`src/rtl/assert_macros.svh`:
```
// Assertion macros shared by the RTL of the keyframe interpolator.
// Included by the top level; the macros compile to nothing under SYNTHESIS.
`ifndef ASSERT_MACROS_SVH
`define ASSERT_MACROS_SVH
`ifndef SYNTHESIS
// Same-cycle implication, checked on every rising edge outside reset.
`define KVI_ASSERT_NOW(lbl, clk, rst_n, ante, cons) \
  lbl: assert property (@(posedge clk) disable iff (!rst_n) (ante) |-> (cons)) \
    else $error("assertion failed");
// Next-cycle implication.
`define KVI_ASSERT_NEXT(lbl, clk, rst_n, ante, cons) \
  lbl: assert property (@(posedge clk) disable iff (!rst_n) (ante) |=> (cons)) \
    else $error("assertion failed");
`else
`define KVI_ASSERT_NOW(lbl, clk, rst_n, ante, cons)
`define KVI_ASSERT_NEXT(lbl, clk, rst_n, ante, cons)
`endif
`endif

```
`src/rtl/kvi_pkg.sv`:
```
// Types, codes and helpers of the keyframe vector interpolator.
// No dependencies; used by the divider, the lerp unit, the top level and the testbench.
package kvi_pkg;

  localparam int FACTOR_W = 16;
  localparam int CNT_W    = $clog2(FACTOR_W);

  localparam logic ACT_WRITE = 1'b0;
  localparam logic ACT_QUERY = 1'b1;

  localparam logic [1:0] ST_INTERP = 2'd0;
  localparam logic [1:0] ST_SINGLE = 2'd1;
  localparam logic [1:0] ST_BEYOND = 2'd2;

  localparam logic [1:0] COMP_X    = 2'd0;
  localparam logic [1:0] COMP_Y    = 2'd1;
  localparam logic [1:0] COMP_Z    = 2'd2;
  localparam logic [1:0] COMP_LAST = COMP_Z;

  typedef struct packed {
    logic               action;
    logic [5:0]         key_index;
    logic [31:0]        key_time;
    logic signed [31:0] key_x;
    logic signed [31:0] key_y;
    logic signed [31:0] key_z;
    logic [31:0]        query_time;
  } in_item_t;

  typedef struct packed {
    logic signed [31:0] out_x;
    logic signed [31:0] out_y;
    logic signed [31:0] out_z;
    logic [1:0]         status;
  } out_item_t;

  typedef struct packed {
    logic [6:0] keys_in_use;
  } cfg_item_t;

  typedef struct packed {
    logic [31:0] key_time;
    logic [31:0] key_x;
    logic [31:0] key_y;
    logic [31:0] key_z;
  } key_entry_t;

  typedef struct packed {
    logic                done;
    logic [FACTOR_W-1:0] quot;
  } div_stat_t;

  typedef struct packed {
    logic                load;
    logic [31:0]         a;
    logic [31:0]         b;
    logic [FACTOR_W-1:0] f;
  } lerp_req_t;

  typedef enum logic [3:0] {
    S_IDLE,
    S_HOLD0,
    S_SCAN,
    S_FETCH_A,
    S_FETCH_B,
    S_FETCH_C,
    S_DIV,
    S_LMUL,
    S_LACC,
    S_EMIT
  } state_t;

  function automatic logic [31:0] comp_sel(key_entry_t e, logic [1:0] c);
    logic [31:0] v;
    case (c)
      COMP_X:  v = e.key_x;
      COMP_Y:  v = e.key_y;
      COMP_Z:  v = e.key_z;
      default: v = e.key_x;
    endcase
    return v;
  endfunction

endpackage

```
`src/rtl/kvi_divider.sv`:
```
// Restoring divider, one quotient bit per cycle: floor((num << 16) / den), num < den.
// Depends on kvi_pkg.
module kvi_divider (
  input  logic                clk,
  input  logic                rst_n,
  input  logic                start,
  input  logic [31:0]         num,
  input  logic [31:0]         den,
  output kvi_pkg::div_stat_t  stat
);

  logic                          busy_r, busy_nxt;
  logic                          done_r, done_nxt;
  logic [kvi_pkg::CNT_W-1:0]     cnt_r, cnt_nxt;
  logic [31:0]                   rem_r, rem_nxt;
  logic [31:0]                   den_r, den_nxt;
  logic [kvi_pkg::FACTOR_W-1:0]  q_r, q_nxt;
  logic [32:0]                   rem2;
  logic [33:0]                   diff;
  logic                          ge;

  assign rem2 = {rem_r, 1'b0};
  assign diff = {1'b0, rem2} - {2'b00, den_r};
  assign ge   = ~diff[33];

  always_comb begin
    busy_nxt = busy_r;
    done_nxt = 1'b0;
    cnt_nxt  = cnt_r;
    rem_nxt  = rem_r;
    den_nxt  = den_r;
    q_nxt    = q_r;
    if (start) begin
      busy_nxt = 1'b1;
      cnt_nxt  = '0;
      rem_nxt  = num;
      den_nxt  = den;
      q_nxt    = '0;
    end else if (busy_r) begin
      // remainder stays below den, so it fits 32 bits after the subtract
      rem_nxt = ge ? diff[31:0] : rem2[31:0];
      q_nxt   = {q_r[kvi_pkg::FACTOR_W-2:0], ge};
      cnt_nxt = cnt_r + kvi_pkg::CNT_W'(1);
      if (cnt_r == kvi_pkg::CNT_W'(kvi_pkg::FACTOR_W - 1)) begin
        busy_nxt = 1'b0;
        done_nxt = 1'b1;
      end
    end
  end

  always_ff @(posedge clk) begin
    if (!rst_n) begin
      busy_r <= 1'b0;
      done_r <= 1'b0;
    end else begin
      busy_r <= busy_nxt;
      done_r <= done_nxt;
    end
    cnt_r <= cnt_nxt;
    rem_r <= rem_nxt;
    den_r <= den_nxt;
    q_r   <= q_nxt;
  end

  assign stat.done = done_r;
  assign stat.quot = q_r;

endmodule

```
`config.mk`:
```
export PLATFORM = sky130hd
export DESIGN_NAME = kvi_divider
export DESIGN_NICKNAME = d
export VERILOG_FILES = /design/src/rtl/assert_macros.svh /design/src/rtl/kvi_pkg.sv /design/src/rtl/kvi_divider.sv
export SDC_FILE = /design/constraint.sdc
export NUM_CORES = 1
export LEC_CHECK = 0
export BUFFER_PORTS_ARGS = -buffer_cell sky130_fd_sc_hd__buf_2
export CAP_MARGIN = 25
export CORE_MARGIN = 2
export CORE_UTILIZATION = 45
export CTS_CLUSTER_DIAMETER = 150
export DETAILED_ROUTE_END_ITERATION = 8
export PLACE_DENSITY_LB_ADDON = 0.2
export SYNTH_ARGS = -nofsm -noshare
export SYNTH_HDL_FRONTEND = slang
export SYNTH_SLANG_ARGS = --single-unit
export TNS_END_PERCENT = 1
```
`constraint.sdc`:
```
create_clock -name clk -period 7.3 [get_ports clk]
set_clock_uncertainty 0.1 [all_clocks]
set_input_delay 0.73 -clock clk [delete_from_list [all_inputs] [get_ports clk]]
set_output_delay 0.73 -clock clk [all_outputs]
set_load 0.005 [all_outputs]
```
==> impl_metrics.json <==
{
  "io_pins": 84,
  "synth_fa_ha_area_share_pct": 7.83,
  "dr.pass1.iters": 7,
  "cts.sinks": 86,
  "synth_edf_count": 64,
  "drt_iter0_markers": 305,
  "hold_class": "reg2reg",
  "clockBufferDepth": 2,
  "drv_slew": 0,
  "hold_depth": 2,
  "grt.total_usage_pct": 19.0,
  "relSlewSlack_pct": 38.8,
  "dieArea_um2": 12800,
  "die_w_um": 113,
  "routedWlPerCell_um": 15.5,
  "worst-path-buf-inv": 1,
  "core_um2": 11500,
  "holdPathEnd": "q_r[15]",
  "gp_congestion": 0.922,
  "grt_max_degree": 90,
  "critical_path.cell_chain": "ha_1 -> nor2b_1 -> o2111ai_1 -> a211oi_1 -> o2111ai_1 -> nor3b_2 -> a22oi_2 -> buf_4 -> mux2_2 -> mux2_2",
  "clk_latency_ns": 0.35,
  "cp.depth": 10,
  "grt_pass1_vias": 4135,
  "synthXorXnorAreaFrac_pct": 4.57,
  "r2r_end": "rem_r[3]",
  "fin_crit_sh_pct": 50.4,
  "cap_violations": 0,
  "antenna_found_initial": 0,
  "diodes": 0,
  "wl_um": 11700,
  "final_cells": 754,
  "syn_nets": 632,
  "p_leak_nw": 2.68,
  "finalCriticalPeriod_ns": 3.68,
  "cts_buffers": 9,
  "cts_root_buf": "clkbuf_16",
  "reg2reg_from": "rem_r[0]",
  "utilization_pct": 53.6,
  "yosys_warnings": 0,
  "grt_pass1_wl_um": 19500,
  "finalHoldViolations": 0,
  "crit_required_ns": 7.30,
  "dp.cells": 737,
  "die-height_um": 113,
  "ys_seq_area_share_pct": 44.0,
  "tightest_slew_ns": 0.917,
  "async_reset_ff_share_pct": 0,
  "r2r_slack_ns": 3.62,
  "synth_top_family_by_area": "compound AO/OA/AOI/OAI gates",
  "avgSynthCellArea_um2": 10.1,
  "synth_compound_area_share_pct": 17.5,
  "routed_via_density": 5.54,
  "clk_pin_slew_ns": 0.06,
  "synth-seq-cells": 86,
  "cts_max_level": 3,
  "finalSetupTns_ns": 0,
  "syn-cell-area_um2": 5370,
  "r2r_cells": 10,
  "synth_cells": 532,
  "holdCritStartpoint": "q_r[15]",
  "vias": 4176,
  "irDropWorstVdd_uv": 151,
  "rsz0062_at_grt": "no",
  "postCtsHoldBufs": 0,
  "crit_path_start_kind": "flop",
  "ctsResizeCount": 0,
  "dpl.hpwl_um": 8520,
  "drive_gt1_share_pct": 19.6,
  "initial_utilization_pct": 46.6,
  "max_freq_mhz": 272,
  "crit_path_max_incr_delay_ns": 0.46,
  "grt_overflow": 0,
  "drtAntennaViolNets": 0,
  "synth_flop_cell": "edfxtp_1",
  "setup_viol": 0,
  "cts_setup_buffers": 0,
  "tritoncts": "yes",
  "critPathKind": "reg2reg",
  "crit_path_max_fanout": 27,
  "drc": 5,
  "cp_top_family": "compound AO/OA/AOI/OAI gates",
  "violations": "design-rule violations",
  "p_per_area_nw_per_um2": 345,
  "synth_cell_types": 68,
  "nets": 706,
  "port_buffers": 83,
  "synth.area.mux_share_pct": 8.16,
  "crit_path_end_kind": "flop",
  "rows": 39,
  "area_growth_pct": 14.9,
  "synth-simple-area-share_pct": 12.8,
  "cp_slowest_cell": "a211oi_1",
  "cp.arrival_ns": 3.68,
  "status": "finished, violations left"
}
==> worst reg2reg max path, delay by kind of cell (launching register included) <==
family | cells | cell delay, ns
AOI/OAI and AO/OA | 4 | 1.14
muxes | 2 | 0.65
and+or+nand+nor | 2 | 0.36
adders and majority gates | 1 | 0.30
DFF | 1 | 0.44
buffers and inverters | 1 | 0.45
==> metrics by stage <==
| stage | hold WS [ns] | power [W] | area [um^2] | worst slack [ns] |
|---|---|---|---|---|
| final | 0.405 | 0.00213 | 6170 | 3.62 |
| after global routing | 0.436 | 0.00228 | 6170 | 3.33 |
| after CTS | 0.408 | 0.00213 | 6140 | 3.59 |
| after detailed placement | 0.393 | 0.00168 | 5850 | 3.59 |
| after global placement | 0.372 | 0.00166 | 5850 | 3.72 |
| after floorplan | 0.375 | 0.00150 | 5370 | 4.34 |
==> worst max-delay path by stage <==
stage	startpoint	endpoint	slack (ns)
after CTS	rem_r[0]	rem_r[3]	3.59
after detailed placement	rem_r[0]	rem_r[3]	3.59
final	rem_r[0]	rem_r[3]	3.62
after floorplan	rem_r[0]	rem_r[6]	4.34
after global routing	rem_r[0]	rem_r[3]	3.33
after global placement	rem_r[0]	rem_r[3]	3.72
==> sequential cells by signal (all words and copies together) (netlist names) <==
register,flops
busy_r,1
cnt_r,4
den_r,32
done_r,1
q_r,16
rem_r,32
==> where the power goes <==
group	internal, W	leakage, nW	switching [W]
clock	0.000256	0.146	0.000191
combinational	0.000442	1.71	0.000558
sequential	0.000634	0.817	0.0000445
==> layer usage <==
metal / up-vias / track usage, % / share of wire [%]
met5: - / 0 / 0
met4: 0 / 4.96 / 1.5
met3: 14 / 6.48 / 6.6
met2: 112 / 30.7 / 46
met1: 1956 / 24.6 / 46
li1: 2094 / - / -
==> cells in the final DEF, fill, tap and decap left out, types with 5 or more instances in the layout <==
cell        n
a21o_1     11
a21oi_1    36
buf_2      82
clkbuf_16  10
dfxtp_1    22
edfxtp_1   64
ha_1       32
inv_1      40
mux2_2      6
mux2i_1    34
nand2_1    45
nand3_1     9
nand4_1     5
nor2_1     36
nor2b_1     8
nor3_1     10
o21a_1      8
o21ai_0    32
o21ai_1     7
o21bai_1    5
xnor2_1    18
xor2_1     10
==> cell type report <==
type	count	area, um^2
fill	1111	5350
multi-input combinational	383	2730
sequential	86	2360
timing repair buffer	86	460
clock buffer	12	262
tap	143	179
inverter	40	150
clock inverter	4	28.8
==> cells by family after synthesis <==
family	count (synthesis)
fa+ha+maj	33
xor+xnor	28
flops	86
simple gates	139
buf+inv	63
compound gates	141
mux	42
==> cells in the mapped netlist, types with 4 or more instances <==
master / n / area, um^2
edfxtp_1: 64 / 1920
nand2_1: 45 / 169
inv_1: 40 / 150
a21oi_1: 36 / 180
nor2_1: 36 / 135
mux2i_1: 34 / 340
ha_1: 32 / 400
o21ai_0: 32 / 160
dfxtp_1: 22 / 440
xnor2_1: 18 / 158
clkbuf_1: 12 / 45.0
a21o_1: 11 / 82.6
nor3_1: 10 / 50.1
xor2_1: 10 / 87.6
nand3_1: 9 / 45.0
nor2b_1: 8 / 50.1
o21a_1: 8 / 60.1
o21ai_1: 7 / 35.0
mux2_2: 6 / 67.6
nand4_1: 5 / 31.3
o21bai_1: 5 / 37.5
a211oi_1: 4 / 30.0
a31oi_1: 4 / 25.0
nor3b_1: 4 / 30.0
o31ai_1: 4 / 30.0
No activity file was read; power rests on OpenSTA's default activity.
