===== src/rtl/assert_macros.svh =====
// Assertion macros shared by the RTL of the keyframe interpolator.
// Included by the top level; the macros compile to nothing under SYNTHESIS.
`ifndef ASSERT_MACROS_SVH
`define ASSERT_MACROS_SVH
`ifndef SYNTHESIS
// Same-cycle implication, checked on every rising edge outside reset.
`define KVI_ASSERT_NOW(lbl, clk, rst_n, ante, cons) \
  lbl: assert property (@(posedge clk) disable iff (!rst_n) (ante) |-> (cons)) \
    else $error("assertion failed");
// Next-cycle implication.
`define KVI_ASSERT_NEXT(lbl, clk, rst_n, ante, cons) \
  lbl: assert property (@(posedge clk) disable iff (!rst_n) (ante) |=> (cons)) \
    else $error("assertion failed");
`else
`define KVI_ASSERT_NOW(lbl, clk, rst_n, ante, cons)
`define KVI_ASSERT_NEXT(lbl, clk, rst_n, ante, cons)
`endif
`endif


===== src/rtl/kvi_pkg.sv =====
// Types, codes and helpers of the keyframe vector interpolator.
// No dependencies; used by the divider, the lerp unit, the top level and the testbench.
package kvi_pkg;

  localparam int FACTOR_W = 16;
  localparam int CNT_W    = $clog2(FACTOR_W);

  localparam logic ACT_WRITE = 1'b0;
  localparam logic ACT_QUERY = 1'b1;

  localparam logic [1:0] ST_INTERP = 2'd0;
  localparam logic [1:0] ST_SINGLE = 2'd1;
  localparam logic [1:0] ST_BEYOND = 2'd2;

  localparam logic [1:0] COMP_X    = 2'd0;
  localparam logic [1:0] COMP_Y    = 2'd1;
  localparam logic [1:0] COMP_Z    = 2'd2;
  localparam logic [1:0] COMP_LAST = COMP_Z;

  typedef struct packed {
    logic               action;
    logic [5:0]         key_index;
    logic [31:0]        key_time;
    logic signed [31:0] key_x;
    logic signed [31:0] key_y;
    logic signed [31:0] key_z;
    logic [31:0]        query_time;
  } in_item_t;

  typedef struct packed {
    logic signed [31:0] out_x;
    logic signed [31:0] out_y;
    logic signed [31:0] out_z;
    logic [1:0]         status;
  } out_item_t;

  typedef struct packed {
    logic [6:0] keys_in_use;
  } cfg_item_t;

  typedef struct packed {
    logic [31:0] key_time;
    logic [31:0] key_x;
    logic [31:0] key_y;
    logic [31:0] key_z;
  } key_entry_t;

  typedef struct packed {
    logic                done;
    logic [FACTOR_W-1:0] quot;
  } div_stat_t;

  typedef struct packed {
    logic                load;
    logic [31:0]         a;
    logic [31:0]         b;
    logic [FACTOR_W-1:0] f;
  } lerp_req_t;

  typedef enum logic [3:0] {
    S_IDLE,
    S_HOLD0,
    S_SCAN,
    S_FETCH_A,
    S_FETCH_B,
    S_FETCH_C,
    S_DIV,
    S_LMUL,
    S_LACC,
    S_EMIT
  } state_t;

  function automatic logic [31:0] comp_sel(key_entry_t e, logic [1:0] c);
    logic [31:0] v;
    case (c)
      COMP_X:  v = e.key_x;
      COMP_Y:  v = e.key_y;
      COMP_Z:  v = e.key_z;
      default: v = e.key_x;
    endcase
    return v;
  endfunction

endpackage


===== src/rtl/kvi_lerp_unit.sv =====
// Shared lerp datapath: registered f*(b-a), then a + floor(prod/65536), saturated.
// Depends on kvi_pkg.
module kvi_lerp_unit (
  input  logic               clk,
  input  kvi_pkg::lerp_req_t req,
  output logic [31:0]        res
);

  logic signed [32:0] d;
  logic signed [49:0] prod_nxt;
  logic signed [49:0] prod_r;
  logic signed [31:0] a_r;
  logic signed [33:0] frac;
  logic signed [34:0] sum;

  assign d        = $signed({req.b[31], req.b}) - $signed({req.a[31], req.a});
  assign prod_nxt = $signed({1'b0, req.f}) * d;

  always_ff @(posedge clk) begin
    if (req.load) begin
      prod_r <= prod_nxt;
      a_r    <= $signed(req.a);
    end
  end

  // arithmetic shift gives rounding toward minus infinity
  assign frac = prod_r[49:16];
  assign sum  = $signed({{3{a_r[31]}}, a_r}) + $signed({frac[33], frac});

  always_comb begin
    if (sum[34:31] == 4'b0000 || sum[34:31] == 4'b1111) begin
      res = sum[31:0];
    end else if (sum[34]) begin
      res = 32'h8000_0000;
    end else begin
      res = 32'h7FFF_FFFF;
    end
  end

endmodule


===== config.mk =====
export PLATFORM = sky130hd
export DESIGN_NAME = kvi_lerp_unit
export DESIGN_NICKNAME = d
export VERILOG_FILES = /design/src/rtl/assert_macros.svh /design/src/rtl/kvi_pkg.sv /design/src/rtl/kvi_lerp_unit.sv
export SDC_FILE = /design/constraint.sdc
export NUM_CORES = 1
export LEC_CHECK = 0
export ABC_AREA = 1
export BUFFER_PORTS_ARGS = -buffer_cell sky130_fd_sc_hd__buf_4
export CAP_MARGIN = 10
export CORE_MARGIN = 2
export CORE_UTILIZATION = 35
export CTS_CLUSTER_DIAMETER = 40
export DETAILED_ROUTE_END_ITERATION = 7
export PLACE_DENSITY = 0.48
export SETUP_SLACK_MARGIN = 0.05
export SYNTH_ARGS = -nofsm -noshare
export SYNTH_HDL_FRONTEND = slang
export SYNTH_SLANG_ARGS = --single-unit

===== constraint.sdc =====
create_clock -name clk -period 11.7 [get_ports clk]
set_input_delay 0.585 -clock clk [delete_from_list [all_inputs] [get_ports clk]]
set_output_delay 0.585 -clock clk [all_outputs]
set_load 0.02 [all_outputs]

==> results of run 1 <==
-- final cells by class --
class	instances	share of cell area
Timing Repair Buffer	131	0.0356
Multi-Input combinational cell	2308	0.722
Tap cell	959	0.0434
Inverter	857	0.116
Sequential cell	66	0.0717
Clock buffer	9	0.00815
Clock inverter	7	0.00308
-- cell usage in the layout (no fill, tap or decap), types with 3 or more instances in the layout --
cell type | netlist | final
nand2_1 | 668 | 668
clkinv_4 | 0 | 3
edfxtp_1 | 66 | 66
o21bai_1 | 14 | 14
nor4_1 | 5 | 5
o21ai_0 | 53 | 53
nor3_1 | 18 | 18
nor3_2 | 3 | 3
clkbuf_16 | 0 | 9
nand2_2 | 14 | 14
clkinv_1 | 3 | 3
xnor2_1 | 18 | 18
ha_1 | 183 | 183
o211ai_1 | 3 | 3
nand3_2 | 4 | 4
or2_1 | 28 | 28
buf_4 | 3 | 131
nor2_1 | 320 | 320
or2_2 | 42 | 42
a21oi_1 | 114 | 114
nand4_1 | 14 | 14
xor2_1 | 52 | 50
and3_1 | 5 | 5
a31oi_1 | 16 | 16
nor2_2 | 4 | 4
fa_1 | 503 | 503
o21ai_1 | 5 | 5
inv_2 | 3 | 3
a21o_1 | 15 | 15
o21a_1 | 12 | 12
inv_1 | 851 | 851
nand3_1 | 168 | 168
-- per-layer routing --
| metal | global-route usage | up-vias | part of all wire |
|---|---|---|---|
| met5 | 0 | - | 0 |
| met4 | 0.0679 | 0 | 0.029 |
| met3 | 0.0246 | 103 | 0.055 |
| met2 | 0.415 | 663 | 0.47 |
| met1 | 0.341 | 10484 | 0.45 |
| li1 | - | 9946 | - |
-- sequential cells by signal, summed over array words and instances, names as in the netlist --
name and count:
a_r 32, prod_r 34
-- metrics by stage --
| step | util | setup WS [ps] | cells | cell area, um2 |
|---|---|---|---|---|
| floorplan | - | 4420 | 3318 | 25500 |
| global placement | 0.376 | 2710 | 4321 | 27300 |
| detailed placement | 0.376 | 2760 | 4321 | 27300 |
| CTS | 0.381 | 3120 | 4337 | 27600 |
| global route | 0.381 | 2640 | 4337 | 27600 |
| finish | 0.381 | 3090 | 4337 | 27600 |
-- kinds of logic (layout without fill, tap and decap cells) --
logic type      count (synthesis)  in the layout  share of synthesized area
simple gates                 1299           1299                      0.214
flops                          66             66                     0.0777
fa+ha+maj                     686            686                      0.484
buf+inv                       944           1004                      0.141
compound gates                251            251                     0.0571
xor+xnor                       72             72                     0.0253
-- final timing paths --
check	startpoint	end	slack, ps	cells after the start
max	req[16]	prod_r[37]$_DFFE_PP_	3090	34
min	req[74]	a_r[26]$_DFFE_PP_	410	1
==> metrics.txt, run 1 <==
outcome=complete, no violations; Clock Sinks=66; Slew @ Worst Pin=937 ps; worst-case clock buffer depth=2; CTS root buf=clkbuf_16; n_diodes=0; worst-path fanout max=11; worst hold slack=411 ps; Synth top area share=0.395; CP Capture Type=register; CP max-delay cell=o21ai_0; ranking of synthesized cells by area=fa_1 (39%), inv_1 (13%), nand2_1 (9.8%), ha_1 (9.0%), edfxtp_1 (7.8%); Mean Syn Cell Area=7.69 um2; port bufs=113; vias in the first global route=22901; Ys Warns=0; fillers=7882; Yosys cell types=53; count of final max-slew check failures=0; fmax=116 MHz; initial antenna violation count=0; fraction of layout cells with a size suffix above 1=0.0684; post-CTS setup buffer count=0; ys async rst share=0; NumNets Final=4141; io pins=114; Die Y=274 um; cts hold-fix bufs=0; initial cell density of the core=0.352; DR WL/cell=20.8 um; Area growth syn-to-layout=8.31%; Synth Flop Type=edfxtp_1; CP arrival=8710 ps; Crit Path Class=in2reg; number of remaining DRC errors=0; Buf/Inv on CP=9; delay-heaviest family, CP=adder cells; crit path time final=8610 ps; Resized Gates After CTS=0; synth cell count leaders=inv_1 (851), nand2_1 (668), fa_1 (503), nor2_1 (320), ha_1 (183); grt total ovfl=0; most common cell in the netlist=inv_1; setup TNS=0 ps; Max transition margin=0.375; flops & latches, synth=66; H-tree depth=3; core box area=72600 um2; Final ANT Viol Nets=0; GRT Total Usage=0.248; synthesized instance count=3318; 1st-iter DRT viols=1293; DRT Pass-1 Iters=5; final hold violation count=0; gp weighted congestion=1.00; post-synth top area cell=fa_1; RSZ-0062 raised after global routing=false; largest net degree at the start of global routing=67; Setup Viol. Count Final=0; Syn Nets=4086; Sequential Area=1980 um2; first-pass GRT wire length=139 mm; Mapped Area=25500 um2; area of the multi-input gates=19900 um2; biggest cell delay along the critical path=620 ps; Rows=99; hpwl dp=75.7 mm; Final Cycle Share=0.736; EDFF count, synth=66; CTS clk-pin slew, worst paths=70 ps; # Max-Cap Violations=0; die width=274 um; TritonCTS clock tree=built; Crit path required time=11800 ps; die area=75100 um2; Hold Path Class=in2reg; total number of vias=21196; final WL=90.4 mm; Most common cell on crit path=inv_1; CP startpoint kind=input pin; post-synthesis sequential area ratio=0.0777; post-DR vias/cell=4.89; Inserted Clock Buffers=9
Power of run 1 is left out: the tool's default activity adds up to more than one toggle a clock period on the data nets, which glitch-free logic cannot reach.
==> run 2: changes to the inputs <==
--- a/config.mk
+++ b/config.mk
@@ -5,14 +5,14 @@
 export SDC_FILE = /design/constraint.sdc
 export NUM_CORES = 1
 export LEC_CHECK = 0
-export ABC_AREA = 1
+export ABC_AREA = 0
 export BUFFER_PORTS_ARGS = -buffer_cell sky130_fd_sc_hd__buf_4
 export CAP_MARGIN = 10
 export CORE_MARGIN = 2
 export CORE_UTILIZATION = 35
 export CTS_CLUSTER_DIAMETER = 40
 export DETAILED_ROUTE_END_ITERATION = 7
-export PLACE_DENSITY = 0.48
+export PLACE_DENSITY = 0.5
 export SETUP_SLACK_MARGIN = 0.05
 export SYNTH_ARGS = -nofsm -noshare
 export SYNTH_HDL_FRONTEND = slang
==> constraint.sdc (replaced) <==
create_clock -name clk -period 7.4 [get_ports clk]
set_input_delay 0.37 -clock clk [delete_from_list [all_inputs] [get_ports clk]]
set_output_delay 0.37 -clock clk [all_outputs]
set_load 0.02 [all_outputs]
==> metrics.txt, run 2 <==
CP startpoint kind=input pin (unchanged); Setup Viol. Count Final=32 (was 0); Clock Sinks=66 (unchanged); synthesized instance count=2759 (was 3318); Mapped Area=24500 um2 (was 25500 um2); Worst Setup Slack, final=-1070 ps (was 3090 ps); simple-gate share of the synthesized area=0.163 (was 0.214); io pins=114 (unchanged); Post-DP Area=29400 um2 (was 27300 um2); Buf/Inv on CP=6 (was 9); port bufs=113 (unchanged); total number of vias=20116 (was 21196); worst-case clock buffer depth=2 (unchanged); number of remaining DRC errors=0 (unchanged); count of final max-slew check failures=0 (unchanged); cts hold-fix bufs=0 (unchanged); RSZ-0062 raised after global routing=true (was false); post-synth top area cell=fa_1 (unchanged); failing checks=negative setup slack; CP Capture Type=register (unchanged); Area growth syn-to-layout=28.1% (was 8.31%); 1st-iter DRT viols=1058 (was 1293); H-tree depth=3 (unchanged); gp weighted congestion=0.886 (was 1.00); GRT Total Usage=0.213 (was 0.248); Die Y=268 um (was 274 um); CP arrival=8570 ps (was 8710 ps); post-synthesis sequential area ratio=0.0810 (was 0.0777); hpwl dp=62.9 mm (was 75.7 mm); core box area=68900 um2 (was 72600 um2); fillers=6685 (was 7882); worst-path fanout max=5 (was 11); Crit Path Class=in2reg (unchanged); Yosys cell types=71 (was 53); Largest register FFs=34 (unchanged); EDFF count, synth=66 (unchanged); outcome=finished with violations (was complete, no violations); largest net degree at the start of global routing=67 (unchanged); Inserted Clock Buffers=9 (unchanged); vias in the first global route=22086 (was 22901); post-route cell area=31400 um2 (was 27600 um2); flops & latches, synth=66 (unchanged); Rows=96 (was 99); CTS root buf=clkbuf_16 (unchanged); mux share of post-synthesis cell area=0.00373 (was 0); CTS clk-pin slew, worst paths=60 ps (was 70 ps); setup TNS=-21000 ps (was 0 ps); initial cell density of the core=0.355 (was 0.352); Crit path required time=7500 ps (was 11800 ps); biggest cell delay along the critical path=550 ps (was 620 ps); die width=268 um (was 274 um); crit path time final=8470 ps; largest family of logic cells by synthesized area=adder cells (unchanged); Synth Flop Type=edfxtp_1 (unchanged); fraction of layout cells with a size suffix above 1=0.249 (was 0.0684); Reg with most FFs=prod_r (unchanged); Most common cell on crit path=fa_1 (was inv_1); NumNets Final=3976 (was 4141); biggest regs=prod_r (34), a_r (32) (unchanged); final core utilization=0.455 (was 0.381); n_diodes=0 (unchanged); highest-count cells in the layout ignoring fill and taps=inv_1 (619), buf_4 (507), fa_1 (486) (was inv_1 (851), nand2_1 (668), fa_1 (503)); final WL=73.9 mm (was 90.4 mm); Ys Warns=0 (unchanged); grt total ovfl=0 (unchanged); ys async rst share=0 (unchanged); post-DR vias/cell=4.85 (was 4.89); synth cell count leaders=inv_1 (646), fa_1 (503), nand2_1 (367), ha_1 (183), and2_1 (171) (was inv_1 (851), nand2_1 (668), fa_1 (503), nor2_1 (320), ha_1 (183)); die area=72100 um2 (was 75100 um2); Max transition margin=0.412 (was 0.375); delay-heaviest family, CP=adder cells (unchanged); Syn Nets=3527 (was 4086); fmax=118 MHz; xor/xnor share of the synthesized area=0.0304 (was 0.0253); CP max-delay cell=fa_1 (was o21ai_0); DR WL/cell=17.8 um (was 20.8 um); Hold Path Class=in2reg (unchanged); Mean Syn Cell Area=8.87 um2 (was 7.69 um2); final hold violation count=0 (unchanged); # Max-Cap Violations=0 (unchanged); Synth top area share=0.411 (was 0.395); TritonCTS clock tree=built (unchanged); most common cell after layout, fill and taps aside=inv_1 (unchanged); Final ANT Viol Nets=0 (unchanged); ranking of synthesized cells by area=fa_1 (41%), inv_1 (9.9%), ha_1 (9.4%), edfxtp_1 (8.1%), nand2_1 (5.6%) (was fa_1 (39%), inv_1 (13%), nand2_1 (9.8%), ha_1 (9.0%), edfxtp_1 (7.8%)); Compound-Gate Fraction of Synth Area=0.0959 (was 0.0571); DRT Pass-1 Iters=5 (unchanged); first-pass GRT wire length=118 mm (was 139 mm); initial antenna violation count=1 (was 0); most common cell in the netlist=inv_1 (unchanged); Post-Synth Adder-Cell Area=0.505 (was 0.484); Final Cycle Share=1.14; Slew @ Worst Pin=871 ps (was 937 ps)
==> run 2: cell count changes after synthesis, sizes merged, moves of 67 or more <==
cell / delta
nand2: -315
nor2: -273
inv: -208
a21o: +73
or2: -67
nand3: -132
and2: +171
==> run 2: through the flow <==
stage          worst slack [ps]  hold slack, ps  cells
2_1_floorplan             -1010             469   2759
3_3_place_gp              -1520             566   4070
3_5_place_dp              -1640             567   4070
4_1_cts                   -1070             191   4134
5_1_grt                   -1360             197   4144
6_report                  -1070             207   4144
==> run 2: final cells by class <==
cell class	instances	area [um2]	share of cell area
Clock buffer	9	225	0.00718
Clock inverter	7	45.0	0.00144
Inverter	646	2440	0.0778
Multi-Input combinational cell	1913	20800	0.662
Sequential cell	66	1980	0.0632
Tap cell	931	1160	0.0372
Timing Repair Buffer	572	4730	0.151
==> run 2: path summary, 6_finish.rpt <==
check	from	endpoint	slack [ps]	depth (start not counted)
max	req[49]	prod_r[47]$_DFFE_PP_	-1070	34
min	req[73]	a_r[25]$_DFFE_PP_	210	1
==> run 2: cell families after synthesis <==
family          after synthesis
mux                           9
compound gates              347
fa+ha+maj                   686
xor+xnor                     85
flops                        66
buf+inv                     780
simple gates                786
==> run 2: what timing repair did <==
| action | 4_1_cts | 5_1_grt |
|---|---|---|
| endpoints found under the setup margin | 33 | 34 |
| cloned | 1 | 0 |
| pin swaps | 104 | 100 |
| buffers inserted | 54 | 17 |
| gates resized for setup | 181 | 61 |
==> run 2: layer usage <==
metal  up-vias  track usage  routed length [um]
li1       9351            -                   -
met1     10254        0.288               33400
met2       442        0.367               36000
met3        69       0.0231                3230
met4         0       0.0471                1390
met5         -            0                   0
Power of run 2 is left out for the same reason.
